==> config.mk <==
export PLATFORM = sky130hd
export DESIGN_NAME = packet_header_feature_parser_top_flat
export DESIGN_NICKNAME = d
export VERILOG_FILES = /design/src/hw/rtl/phfp_pkg.sv /design/src/hw/rtl/phfp_intf.sv /design/src/hw/rtl/phfp_capture.sv /design/src/hw/rtl/phfp_classify.sv /design/src/hw/rtl/packet_header_feature_parser_top.sv /design/src/flat_wrapper.sv
export SDC_FILE = /design/constraint.sdc
export NUM_CORES = 1
export LEC_CHECK = 0
export BUFFER_PORTS_ARGS = -buffer_cell sky130_fd_sc_hd__buf_4
export CAP_MARGIN = 20
export CORE_ASPECT_RATIO = 1.4
export CORE_UTILIZATION = 57
export CTS_BUF_LIST = sky130_fd_sc_hd__clkbuf_8
export CTS_CLUSTER_SIZE = 30
export DETAILED_ROUTE_END_ITERATION = 10
export PLACE_DENSITY_LB_ADDON = 0.25
export RECOVER_POWER = 50
export SLEW_MARGIN = 0
export SYNTH_ARGS = -nofsm -noshare
export SYNTH_HDL_FRONTEND = slang
export SYNTH_HIERARCHICAL = 1
export SYNTH_SLANG_ARGS = --single-unit
==> constraint.sdc <==
create_clock -name clk_i -period 3.3 [get_ports clk_i]
set_clock_uncertainty 0.15 [all_clocks]
set_input_delay 0.66 -clock clk_i [delete_from_list [all_inputs] [get_ports clk_i]]
set_output_delay 0.66 -clock clk_i [all_outputs]
set_load 0.02 [all_outputs]
==> src/hw/rtl/phfp_pkg.sv <==
// Shared types, constants and lookup functions of the packet header parser.
package phfp_pkg;

  localparam int unsigned OffsetWidth = 7;
  localparam logic [OffsetWidth-1:0] OffsetMax      = 7'd127;
  localparam logic [OffsetWidth-1:0] OffEtypeHi     = 7'd12;
  localparam logic [OffsetWidth-1:0] OffEtypeLo     = 7'd13;
  localparam logic [OffsetWidth-1:0] OffVerIhl      = 7'd14;
  localparam logic [OffsetWidth-1:0] OffProtocol    = 7'd23;
  localparam logic [OffsetWidth-1:0] OffL4Base      = 7'd14;
  localparam logic [OffsetWidth-1:0] OffL4PortHi    = 7'd2;
  localparam logic [OffsetWidth-1:0] OffL4PortLo    = 7'd3;
  localparam logic [OffsetWidth-1:0] OffL4Flags     = 7'd13;

  localparam logic [15:0] EtypeArp  = 16'h0806;
  localparam logic [15:0] EtypeIpv4 = 16'h0800;
  localparam logic [7:0]  ProtoTcp  = 8'd6;
  localparam logic [7:0]  ProtoUdp  = 8'd17;
  localparam logic [3:0]  IhlMask   = 4'hf;

  localparam logic [15:0] PortHttp   = 16'd80;
  localparam logic [15:0] PortHttps  = 16'd443;
  localparam logic [15:0] PortSsh    = 16'd22;
  localparam logic [15:0] PortTelnet = 16'd23;
  localparam logic [15:0] PortSmtp   = 16'd25;
  localparam logic [15:0] PortIrc    = 16'd6667;
  localparam logic [15:0] PortDns    = 16'd53;
  localparam logic [15:0] PortDhcpS  = 16'd67;
  localparam logic [15:0] PortDhcpC  = 16'd68;

  typedef enum logic [3:0] {
    APP_NONE   = 4'd0,
    APP_HTTP   = 4'd1,
    APP_HTTPS  = 4'd2,
    APP_SSH    = 4'd3,
    APP_TELNET = 4'd4,
    APP_SMTP   = 4'd5,
    APP_IRC    = 4'd6,
    APP_DNS    = 4'd7,
    APP_DHCP   = 4'd8
  } app_code_e;

  // seen flags
  typedef struct packed {
    logic flags;
    logic port;
    logic proto;
    logic etype;
  } seen_t;

  typedef struct packed {
    logic [15:0] etype_word;
    logic [3:0]  ihl;
    logic [7:0]  protocol;
    logic [15:0] dest_port;
    logic [7:0]  flags;
    seen_t       seen;
  } hdr_t;

  typedef struct packed {
    logic       is_arp;
    logic       is_ipv4;
    logic [5:0] ip_header_bytes;
    logic [7:0] ip_protocol;
    logic       is_tcp;
    logic       is_udp;
    logic [6:0] tcp_flag_bits;
    app_code_e  app_code;
    logic       short_packet;
  } result_t;

  function automatic app_code_e tcp_app(input logic [15:0] port);
    app_code_e code;
    case (port)
      PortHttp:   code = APP_HTTP;
      PortHttps:  code = APP_HTTPS;
      PortSsh:    code = APP_SSH;
      PortTelnet: code = APP_TELNET;
      PortSmtp:   code = APP_SMTP;
      PortIrc:    code = APP_IRC;
      default:    code = APP_NONE;
    endcase
    return code;
  endfunction

  function automatic app_code_e udp_app(input logic [15:0] port);
    app_code_e code;
    case (port)
      PortDns:   code = APP_DNS;
      PortDhcpS: code = APP_DHCP;
      PortDhcpC: code = APP_DHCP;
      default:   code = APP_NONE;
    endcase
    return code;
  endfunction

endpackage

==> src/hw/rtl/phfp_intf.sv <==
// Valid/ready channel interfaces for frame bytes and classification results.
interface phfp_in_if;
  logic       valid;
  logic       ready;
  logic [7:0] data_byte;
  logic       last_byte;

  modport source (output valid, output data_byte, output last_byte, input ready);
  modport sink   (input valid, input data_byte, input last_byte, output ready);
endinterface

interface phfp_out_if;
  logic       valid;
  logic       ready;
  logic       is_arp;
  logic       is_ipv4;
  logic [5:0] ip_header_bytes;
  logic [7:0] ip_protocol;
  logic       is_tcp;
  logic       is_udp;
  logic [6:0] tcp_flag_bits;
  logic [3:0] app_code;
  logic       short_packet;

  modport source (
    output valid, output is_arp, output is_ipv4, output ip_header_bytes,
    output ip_protocol, output is_tcp, output is_udp, output tcp_flag_bits,
    output app_code, output short_packet, input ready
  );
  modport sink (
    input valid, input is_arp, input is_ipv4, input ip_header_bytes,
    input ip_protocol, input is_tcp, input is_udp, input tcp_flag_bits,
    input app_code, input short_packet, output ready
  );
endinterface

==> src/hw/rtl/phfp_capture.sv <==
// Byte offset counter and header field capture for one frame.
module phfp_capture (
  input  logic                clk_i,
  input  logic                rst_ni,
  input  logic                step_i,
  input  logic                last_i,
  input  logic [7:0]          byte_i,
  output phfp_pkg::hdr_t      hdr_o
);

  logic [phfp_pkg::OffsetWidth-1:0] off_q, off_d;
  logic [phfp_pkg::OffsetWidth-1:0] l4;
  phfp_pkg::hdr_t hdr_q, hdr_d;

  always_comb begin
    hdr_d = hdr_q;
    l4 = phfp_pkg::OffL4Base + {1'b0, hdr_q.ihl, 2'b00};
    if (off_q == phfp_pkg::OffEtypeHi) begin
      hdr_d.etype_word[15:8] = byte_i;
    end
    if (off_q == phfp_pkg::OffEtypeLo) begin
      hdr_d.etype_word[7:0] = byte_i;
      hdr_d.seen.etype = 1'b1;
    end
    if (off_q == phfp_pkg::OffVerIhl) begin
      hdr_d.ihl = byte_i[3:0] & phfp_pkg::IhlMask;
    end
    if (off_q == phfp_pkg::OffProtocol) begin
      hdr_d.protocol = byte_i;
      hdr_d.seen.proto = 1'b1;
    end
    if (off_q > phfp_pkg::OffVerIhl) begin
      if (off_q == l4 + phfp_pkg::OffL4PortHi) begin
        hdr_d.dest_port[15:8] = byte_i;
      end
      if (off_q == l4 + phfp_pkg::OffL4PortLo) begin
        hdr_d.dest_port[7:0] = byte_i;
        hdr_d.seen.port = 1'b1;
      end
      if (off_q == l4 + phfp_pkg::OffL4Flags) begin
        hdr_d.flags = byte_i;
        hdr_d.seen.flags = 1'b1;
      end
    end
    off_d = (off_q == phfp_pkg::OffsetMax) ? off_q : off_q + 7'd1;
  end

  assign hdr_o = hdr_d;

  always_ff @(posedge clk_i or negedge rst_ni) begin
    if (!rst_ni) begin
      off_q <= '0;
      hdr_q <= '0;
    end else if (step_i) begin
      if (last_i) begin
        off_q <= '0;
        hdr_q <= '0;
      end else begin
        off_q <= off_d;
        hdr_q <= hdr_d;
      end
    end
  end

endmodule

==> src/hw/rtl/phfp_classify.sv <==
// Frame classification from the captured header fields.
module phfp_classify (
  input  phfp_pkg::hdr_t    hdr_i,
  output phfp_pkg::result_t res_o
);

  always_comb begin
    res_o = '0;
    res_o.app_code = phfp_pkg::APP_NONE;
    if (!hdr_i.seen.etype) begin
      res_o.short_packet = 1'b1;
    end else begin
      res_o.is_arp  = (hdr_i.etype_word == phfp_pkg::EtypeArp);
      res_o.is_ipv4 = (hdr_i.etype_word == phfp_pkg::EtypeIpv4);
    end
    if (res_o.is_ipv4) begin
      if (!hdr_i.seen.proto) begin
        res_o.short_packet = 1'b1;
      end else begin
        res_o.ip_header_bytes = {hdr_i.ihl, 2'b00};
        res_o.ip_protocol     = hdr_i.protocol;
        res_o.is_tcp          = (hdr_i.protocol == phfp_pkg::ProtoTcp);
        res_o.is_udp          = (hdr_i.protocol == phfp_pkg::ProtoUdp);
      end
    end
    if (res_o.is_tcp || res_o.is_udp) begin
      if (!hdr_i.seen.port) begin
        res_o.short_packet = 1'b1;
      end else if (res_o.is_tcp) begin
        res_o.app_code = phfp_pkg::tcp_app(hdr_i.dest_port);
      end else begin
        res_o.app_code = phfp_pkg::udp_app(hdr_i.dest_port);
      end
    end
    if (res_o.is_tcp) begin
      if (!hdr_i.seen.flags) begin
        res_o.short_packet = 1'b1;
      end else begin
        // urg (bit 5 of the wire byte) is dropped
        res_o.tcp_flag_bits = {hdr_i.flags[7:6], hdr_i.flags[4:0]};
      end
    end
  end

endmodule

==> src/hw/rtl/packet_header_feature_parser_top.sv <==
// Top level of the Ethernet/IPv4/TCP/UDP header parser.
// Takes one frame byte per cycle; a new byte may enter every cycle unless
// a last byte waits. Bytes are registered on entry, then captured into the
// header fields; on the last byte of a frame one classification request is
// written to the output register from the registered byte. Only a last
// byte waits, when the output register still holds an untaken request, and
// no byte enters behind it; other bytes flow on regardless of the output side.
module packet_header_feature_parser_top (
  input  logic          clk_i,
  input  logic          rst_ni,
  phfp_in_if.sink       in_i,
  phfp_out_if.source    out_o
);

  logic       in_valid_q;
  logic       in_last_q;
  logic [7:0] in_byte_q;
  logic       step;
  logic       out_valid_q;
  phfp_pkg::hdr_t    hdr;
  phfp_pkg::result_t res, res_q;

  assign step = in_valid_q && (!in_last_q || !out_valid_q || out_o.ready);
  assign in_i.ready = !in_valid_q || step;

  always_ff @(posedge clk_i or negedge rst_ni) begin
    if (!rst_ni) begin
      in_valid_q <= 1'b0;
    end else if (in_i.ready) begin
      in_valid_q <= in_i.valid;
    end
  end

  always_ff @(posedge clk_i) begin
    if (in_i.ready && in_i.valid) begin
      in_last_q <= in_i.last_byte;
      in_byte_q <= in_i.data_byte;
    end
  end

  phfp_capture u_capture (
    .clk_i  (clk_i),
    .rst_ni (rst_ni),
    .step_i (step),
    .last_i (in_last_q),
    .byte_i (in_byte_q),
    .hdr_o  (hdr)
  );

  phfp_classify u_classify (
    .hdr_i (hdr),
    .res_o (res)
  );

  always_ff @(posedge clk_i or negedge rst_ni) begin
    if (!rst_ni) begin
      out_valid_q <= 1'b0;
    end else if (step && in_last_q) begin
      out_valid_q <= 1'b1;
    end else if (out_o.ready) begin
      out_valid_q <= 1'b0;
    end
  end

  always_ff @(posedge clk_i) begin
    if (step && in_last_q) begin
      res_q <= res;
    end
  end

  assign out_o.valid           = out_valid_q;
  assign out_o.is_arp          = res_q.is_arp;
  assign out_o.is_ipv4         = res_q.is_ipv4;
  assign out_o.ip_header_bytes = res_q.ip_header_bytes;
  assign out_o.ip_protocol     = res_q.ip_protocol;
  assign out_o.is_tcp          = res_q.is_tcp;
  assign out_o.is_udp          = res_q.is_udp;
  assign out_o.tcp_flag_bits   = res_q.tcp_flag_bits;
  assign out_o.app_code        = res_q.app_code;
  assign out_o.short_packet    = res_q.short_packet;

endmodule
==> src/flat_wrapper.sv <==
// flat-port wrapper written by rule: the top's interface ports become plain ports
module packet_header_feature_parser_top_flat 
  (clk_i, rst_ni, in_i_valid, in_i_data_byte, in_i_last_byte, in_i_ready, out_o_valid, out_o_is_arp, out_o_is_ipv4, out_o_ip_header_bytes, out_o_ip_protocol, out_o_is_tcp, out_o_is_udp, out_o_tcp_flag_bits, out_o_app_code, out_o_short_packet, out_o_ready);
  phfp_in_if in_i_i ();
  phfp_out_if out_o_i ();
  input  logic clk_i;
  input  logic rst_ni;
  input wire logic [$bits(in_i_i.valid)-1:0] in_i_valid;
  input wire logic [$bits(in_i_i.data_byte)-1:0] in_i_data_byte;
  input wire logic [$bits(in_i_i.last_byte)-1:0] in_i_last_byte;
  output wire logic [$bits(in_i_i.ready)-1:0] in_i_ready;
  output wire logic [$bits(out_o_i.valid)-1:0] out_o_valid;
  output wire logic [$bits(out_o_i.is_arp)-1:0] out_o_is_arp;
  output wire logic [$bits(out_o_i.is_ipv4)-1:0] out_o_is_ipv4;
  output wire logic [$bits(out_o_i.ip_header_bytes)-1:0] out_o_ip_header_bytes;
  output wire logic [$bits(out_o_i.ip_protocol)-1:0] out_o_ip_protocol;
  output wire logic [$bits(out_o_i.is_tcp)-1:0] out_o_is_tcp;
  output wire logic [$bits(out_o_i.is_udp)-1:0] out_o_is_udp;
  output wire logic [$bits(out_o_i.tcp_flag_bits)-1:0] out_o_tcp_flag_bits;
  output wire logic [$bits(out_o_i.app_code)-1:0] out_o_app_code;
  output wire logic [$bits(out_o_i.short_packet)-1:0] out_o_short_packet;
  input wire logic [$bits(out_o_i.ready)-1:0] out_o_ready;
  assign in_i_i.valid = in_i_valid;
  assign in_i_i.data_byte = in_i_data_byte;
  assign in_i_i.last_byte = in_i_last_byte;
  assign in_i_ready = in_i_i.ready;
  assign out_o_valid = out_o_i.valid;
  assign out_o_is_arp = out_o_i.is_arp;
  assign out_o_is_ipv4 = out_o_i.is_ipv4;
  assign out_o_ip_header_bytes = out_o_i.ip_header_bytes;
  assign out_o_ip_protocol = out_o_i.ip_protocol;
  assign out_o_is_tcp = out_o_i.is_tcp;
  assign out_o_is_udp = out_o_i.is_udp;
  assign out_o_tcp_flag_bits = out_o_i.tcp_flag_bits;
  assign out_o_app_code = out_o_i.app_code;
  assign out_o_short_packet = out_o_i.short_packet;
  assign out_o_i.ready = out_o_ready;
  packet_header_feature_parser_top u_core (.clk_i(clk_i), .rst_ni(rst_ni), .in_i(in_i_i), .out_o(out_o_i));
endmodule
Yosys cells after proc, flatten, opt, wreduce, memory -nomap -nowiden
Index checks and enable logic that the tools add are counted.
{ "word_totals": {"input_bits": 13, "regBits": 103} }
{ "op_classes": {"reduce_logical": 16, "n_eq_ne": 22, "muxes": 29, "magnitude_cmp": 1, "add_sub_neg": 5} }
{ "op_table": {"columns": ["op", "n"], "rows": [
  ["2-to-1 mux 56 bit", 1],
  ["equality test 16 x 5 -> 1 bit, second input constant", 3],
  ["equality test 16 x 7 -> 1 bit, second input constant", 3],
  ["2-to-1 mux 8 bit", 5],
  ["equality test 16 x 12 -> 1 bit, second input constant", 2],
  ["2-to-1 mux 26 bit", 1],
  ["equality test 7 x 4 -> 1 bit, second input constant", 3],
  ["equality test 7 bit", 3],
  ["one-hot mux 3 bit (6 select lines)", 1],
  ["equality test 16 x 13 -> 1 bit, second input constant", 1],
  ["equality test 16 x 6 -> 1 bit, second input constant", 1],
  ["equality test 16 x 9 -> 1 bit, second input constant", 1],
  ["adder 7 x 2 -> 7 bit, second input constant", 2],
  ["2-to-1 mux 7 bit", 2],
  ["2-to-1 mux 1 bit", 13],
  ["2-to-1 mux 9 bit", 1],
  ["equality test 8 x 3 -> 1 bit, second input constant", 1],
  ["equality test 8 x 5 -> 1 bit, second input constant", 1],
  ["2-to-1 mux 4 bit", 2],
  ["one-hot mux 4 bit (2 select lines)", 1],
  ["AND reduction 2 bit", 4],
  ["adder 4 x 6 -> 7 bit, first input constant", 1],
  ["adder 7 x 1 -> 7 bit, second input constant", 1],
  ["adder 7 x 4 -> 7 bit, second input constant", 1],
  ["10 further kinds", 18]
]} }

Logic depth before layout (Yosys ltp)
Gate-level depths: netlist of run 1.
{ "depth": {"word_depth": 9, "depth_mapped": 14} }

By module
Netlist of run 1, hierarchy kept.
{ "modules_own_cells": {"columns": ["mod", "instances", "area_per_inst_um2", "seq_area_each_um2", "cells_each"], "rows": [
  ["phfp_capture", 1, 4122.7, 1576.5, 420],
  ["packet_header_feature_parser_top", 1, 1277.5, 1221.2, 49],
  ["phfp_classify", 1, 613.1, 0.0, 89]
]} }

Worst setup path before layout of run 1
OpenSTA, ideal clock, no wires.
{ "synth_timing": {"path_kind": "register to register", "startpoint": "register u_core/u_capture/hdr_q[36] (netlist name)", "endpoint": "register u_core.res_q, in the netlist u_core/out_o.app_code[0] (data pin)", "required_time_ns": 2.976, "setup_time_ns": 0.174, "setup_slack_ns": -0.343, "arrival_time_ns": 3.318, "stages_incl_launch_ff": 15, "cell_sequence": "dfrtp_1 -> buf_2 -> inv_1 -> ha_1 -> o21a_1 -> mux2i_1 -> xnor2_1 -> nand4_2 -> buf_2 -> mux2_2 -> or3_1 -> buf_2 -> nor4_2 -> a31oi_1 -> a311oi_1"} }
{ "synth_lines": {"columns": ["element", "line_no", "rtl"], "rows": [
  ["start: declaration", "phfp_capture.sv:13", "phfp_pkg::hdr_t hdr_q, hdr_d;"],
  ["start signal: assignment", "phfp_capture.sv:60", "hdr_q <= hdr_d;"],
  ["end signal: assignment", "packet_header_feature_parser_top.sv:67", "res_q <= res;"],
  ["end: declaration", "packet_header_feature_parser_top.sv:21", "phfp_pkg::result_t res, res_q;"]
]} }

==> metrics.yaml, run 1 <==
run_status:
  status: "finished, violations left"
  violations: "max-capacitance violations, max-slew violations, negative setup slack"
worst_setup_path:
  path_cells: "inv_4 -> ha_4 -> o21a_1 -> mux2i_2 -> xnor2_2 -> nand4_4 -> mux2_4 -> or3_4 -> nor4_4 -> a31oi_2 -> a311oi_1"
  start_kind: "register"
  critPathArrivalTime_ns: 3.42
  critical_path.max_fanout: 7
  critPathCaptureType: "register"
  required_ns: 3.36
  cp_top_family: "simple AND/OR/NAND/NOR gates"
  r2r_start: "u_core/u_capture/hdr_q[36]"
  path_buf_inv: 1
  slowest_stage: "dfrtp_2"
  critPathKind: "register to register"
  slowest_delay_ns: 0.46
  critPathLaunch: "u_core/u_capture/hdr_q[36]"
finish:
  syn_to_final_growth_pct: 17.22
  num-fill-cells: 753
  fin_nets: 642
  antennaDiodeCount: 0
  drive_gt1_share_pct: 28.03
  final_area_sq_mm: 0.006983
routing:
  dr_wl_met2_mm: 7.543
  vias: 4940
  wl_mm: 15.17
  routed.top_layer: "met4"
  drc: 0
  first_pass_iters: 5
  drtIter0Drc: 414
  routedWlPerCell_microns: 19.88
  via_per_inst: 6.474
  wl_met3_mm: 1.034
  drtAntennaViolNets: 0
  drt-met1-wl_mm: 5.780
job:
  maxCapViolations: 1
clock_tree:
  cts_buffers: 9
  clk_pin_slew_ns: 0.11
  clock_latency_ns: 0.39
  numClockSinks: 103
  clock_path_buffers: 2
  clock-root-buffer: "clkbuf_8"
  tritoncts: "built"
  htreeDepth: 3
floorplanning:
  io_pins: 45
  dieHeight_microns: 123.0
  start_util_pct: 59.21
  die_area_sq_mm: 0.01087
  core_area_sq_mm: 0.01006
  die_w_microns: 88.40
  rows: 43
power_and_ir_drop:
  ir_drop_mv: 0.2574
  p_switching_mw: 1.169
  p_leak_nw: 2.795
  power_frac_seq_pct: 47.0
  finalPower_mw: 3.381
  clock_power_share_pct: 23.2
  p_comb_share_pct: 29.7
  switching_share_pct: 34.58
  power.density_mw_per_mm2: 484.1
  intPower_mw: 2.212
sta:
  slew_headroom_pct: -10.79
  setup_violations: 4
  post-route-min-period_ns: 3.367
  drv_slew: 65
  finalWorstSetupSlack_ns: -0.06689
  finalHoldViolCount: 0
  fmax_mhz: 297.0
  worst_pin_slew_ns: 1.662
  min_period_over_period_pct: 102.0
  rsz0062_at_grt: "true"
placed_design:
  hpwl_mm: 10.23
  portBuffers: 44
  routabilityCongestion: 0.9636
  placed_area_sq_mm: 0.006716
synth:
  syn_area_per_cell_sq_um: 10.77
  synthCells: 553
  netlist_area_sq_mm: 0.005957
  ys_warn_count: 6
min_path:
  hp-start: "in_i_data_byte[1]"
  hp-class: "input pin to register"
grt:
  grt_max_degree: 65
  grt_pass1_vias: 4937
  grt_antenna_before_repair: 0
  overflow: 0
  track_usage_pct: 30.11
  grt_pass1_wl_mm: 24.29
## cells in the final DEF, fill, tap and decap left out, types with 5 or more instances in the layout
cell,instances
xor2_1,8
inv_1,18
ha_1,5
o311ai_0,7
clkbuf_8,9
edfxtp_1,39
a22oi_1,20
o21ai_0,10
nor2b_1,10
o41ai_1,16
nand4_1,6
o2bb2ai_1,18
nand2_1,51
nor2_1,29
and2_1,21
nand2b_1,8
mux2_4,5
clkbuf_4,9
mux2_2,47
buf_4,53
clkbuf_1,32
nand3_1,16
nor3_1,6
dfrtp_1,63
o211ai_1,15
o221ai_1,8
## final timing paths
path,endpoint,slack (ns),cells past startpoint
worst max-delay path,u_core/out_o.app_code[2],-0.07,11
worst min-delay path,u_core/in_byte_q[1],0.30,1
worst max register to register,u_core/out_o.app_code[2],-0.07,11
worst min register to register,u_core/u_capture/hdr_q[28],0.34,2
max in group asynchronous,u_core/u_capture/hdr_q[36],1.36,1
min in group asynchronous,u_core/u_capture/off_q[3],0.54,1
## cell type report
| cell class | instances | area, sq um | area share, % |
|---|---|---|---|
| Clock inverter | 7 | 73.82 | 1.057 |
| Clock buffer | 9 | 123.9 | 1.774 |
| Multi-Input combinational cell | 389 | 3107 | 44.49 |
| Tap cell | 135 | 168.9 | 2.419 |
| Sequential cell | 103 | 2774 | 39.72 |
| Timing Repair Buffer | 100 | 658.1 | 9.425 |
| Inverter | 20 | 77.57 | 1.111 |
## sequential cells by signal, indices dropped and copies added, names as in the netlist, 4 cells and up
signal,count
u_core/in_byte_q,8
u_core/out_o.app_code,4
u_core/out_o.ip_header_bytes,6
u_core/out_o.ip_protocol,8
u_core/out_o.tcp_flag_bits,7
u_core/u_capture/hdr_q,55
u_core/u_capture/off_q,7
## power groups by stage
stage	Clock, mW	Combinational, mW	Sequential, mW
6_report	0.786	1.00	1.59
5_1_grt	0.850	1.08	1.61
4_1_cts	0.806	0.961	1.58
3_5_place_dp	0	0.894	1.61
3_3_place_gp	0	0.864	1.60
2_1_floorplan	0	0.651	1.57
## metrics by stage
stage / hold slack [ns] / utilization (%) / instances / setup WS, ns / TNS [ns]
final: 0.3041 / 69.41 / 763 / -0.06689 / -0.1591
after global placement: 0.3063 / 66.65 / 736 / -0.02605 / -0.02605
after floorplan: 0.2144 / - / 554 / -0.03145 / -0.07139
after CTS: 0.2369 / 69.98 / 759 / -0.02498 / -0.04443
after global routing: 0.2899 / 69.41 / 763 / -0.1796 / -1.292
after detailed placement: 0.3160 / 66.76 / 737 / -0.1949 / -0.5420
## repair_timing
item	in CTS	in global routing
pin swaps	6	4
endpoints found under the setup margin	7	11
hold buffers	0	0
gates resized for setup	17	6
buffers inserted	6	4
## metal layers
metal	GRT usage [%]	vias to the layer above
li1	-	2221
met1	36.41	2396
met2	48.89	253
met3	5.007	70
met4	20.26	0
met5	0	-
Note: power is estimated with default switching activity, not from simulation.
==> inputs of run 2 (changes only) <==
- SETUP_SLACK_MARGIN: default -> 0.3
- SLEW_MARGIN: 0 -> 20
==> metrics.yaml, run 2 (synthesized netlist as in run 1, its figures left out) <==
power_and_ir_drop:
  ir_drop_mv: 0.2538
  p_leak_nw: 3.014
  finalPower_mw: 3.790
  power.density_mw_per_mm2: 491.8
routing:
  drtAntennaViolNets: 0
  routedWlPerCell_microns: 22.93
  first_pass_iters: 6
  vias: 5308
  drc: 0
  wl_mm: 18.12
  via_per_inst: 6.719
  drtIter0Drc: 697
sta:
  drv_slew: 83
  worst_pin_slew_ns: 1.684
  fmax_mhz: 294.6
  rsz0062_at_grt: "true"
  post-route-min-period_ns: 3.394
  finalHoldViolCount: 0
  slew_headroom_pct: -12.28
  finalWorstSetupSlack_ns: -0.09422
  setup_violations: 5
  min_period_over_period_pct: 102.9
floorplanning:
  start_util_pct: 59.21
  io_pins: 45
  die_w_microns: 88.40
  core_area_sq_mm: 0.01006
  rows: 43
  dieHeight_microns: 123.0
  die_area_sq_mm: 0.01087
clock_tree:
  clock_latency_ns: 0.38
  numClockSinks: 103
  htreeDepth: 3
  clock_path_buffers: 2
  hold_buffers: 0
  cts_buffers: 9
  clock-root-buffer: "clkbuf_8"
  tritoncts: "built"
  clk_pin_slew_ns: 0.11
min_path:
  hp-start: "in_i_data_byte[2]"
  holdPathStages: 1
  hp-class: "input pin to register"
  hold_path_end: "u_core/in_byte_q[2]"
run_status:
  status: "finished, violations left"
  violations: "max-capacitance violations, max-slew violations, negative setup slack"
grt:
  grt_antenna_before_repair: 0
  overflow: 0
  grt_max_degree: 65
  grt_pass1_wl_mm: 24.74
  track_usage_pct: 30.30
  grt_pass1_vias: 4792
finish:
  final_core_util_pct: 76.60
  largest_register_ffs: 55
  fin_nets: 669
  syn_to_final_growth_pct: 29.36
  final_common_cell: "dfrtp_1"
  antennaDiodeCount: 0
  drive_gt1_share_pct: 37.40
  regArea_sq_mm: 0.002775
  multiInputGateArea_sq_mm: 0.003516
  layout_common_cells: "dfrtp_1, buf_4, nand2_1, mux2_2, edfxtp_1"
  num-fill-cells: 628
  largest-register: "u_core/u_capture/hdr_q"
worst_setup_path:
  start_kind: "register"
  r2r_cells: 10
  worstReg2RegEnd: "u_core/out_o.app_code[2]"
  critPathArrivalTime_ns: 3.43
  critical_path.max_fanout: 6
  r2r_start: "u_core/u_capture/hdr_q[37]"
  critPathKind: "register to register"
  critPathCaptureType: "register"
  r2r_slack_ns: -0.09
  required_ns: 3.34
placed_design:
  portBuffers: 44
  hpwl_mm: 10.13
  routabilityCongestion: 0.9772
job:
  maxCapViolations: 2
## run 2: through the flow
| stage | worst slack, ns | TNS, ns | hold WS [ns] | std cells | instance area [sq um] |
|---|---|---|---|---|---|
| global placement | 0.04210 | 0 | 0.3070 | 734 | 6665 |
| CTS | 0.03116 | 0 | 0.2477 | 767 | 7179 |
| global route | -0.1894 | -0.9096 | 0.3109 | 790 | 7706 |
| finish | -0.09422 | -0.3043 | 0.3214 | 790 | 7706 |
| floorplan | -0.03145 | -0.07139 | 0.2144 | 554 | 6058 |
| detailed placement | -0.1326 | -0.4558 | 0.3170 | 734 | 6673 |
## run 2: worst max path at each step
stage	from	endpoint	slack (ns)	depth (start not counted)
2_1_floorplan	u_core/u_capture/hdr_q[36]	u_core/out_o.app_code[1]	-0.03	14
3_3_place_gp	u_core/u_capture/hdr_q[37]	u_core/out_o.app_code[0]	0.04	11
3_5_place_dp	u_core/u_capture/hdr_q[37]	u_core/out_o.app_code[1]	-0.13	11
4_1_cts	u_core/u_capture/hdr_q[37]	u_core/out_o.app_code[0]	0.03	11
5_1_grt	u_core/u_capture/hdr_q[37]	u_core/out_o.app_code[1]	-0.19	12
6_report	u_core/u_capture/hdr_q[37]	u_core/out_o.app_code[2]	-0.09	10
## run 2: what timing repair did
action	in CTS	in global routing
setup endpoints to repair	12	43
cloned	1	2
hold endpoints to repair	0	0
setup buffers	16	21
pin swaps	9	18
gates resized for setup	33	85
## run 2: worst max-delay path: stages (launching register included)
cell and delay, ns:
dfrtp_1 0.41, buf_4 0.17, o21a_4 0.24, mux2i_4 0.21, xnor2_4 0.33, nand4_4 0.18, mux2_4 0.34, or3_4 0.46
nor4_4 0.28, a31oi_2 0.16, a311oi_1 0.27
## run 2: power by group
part,switching [mW],internal [mW]
logic,0.719,0.633
registers,0.128,1.46
clock network,0.480,0.368
total,1.33,2.46
## run 2: layout make-up
cell class / count / share of cell area, %
clock buffers: 9 / 1.607
flip-flops and latches: 103 / 36.01
clock inverters: 7 / 1.120
repair buffers: 126 / 12.44
well taps: 135 / 2.192
inverters: 20 / 1.007
multi-input cells: 390 / 45.62
## run 2: layer usage
layer	share of wire, %	track usage [%]
met4	8.0	17.34
met2	49	49.38
met5	0	0
met1	35	37.42
met3	8.1	5.607
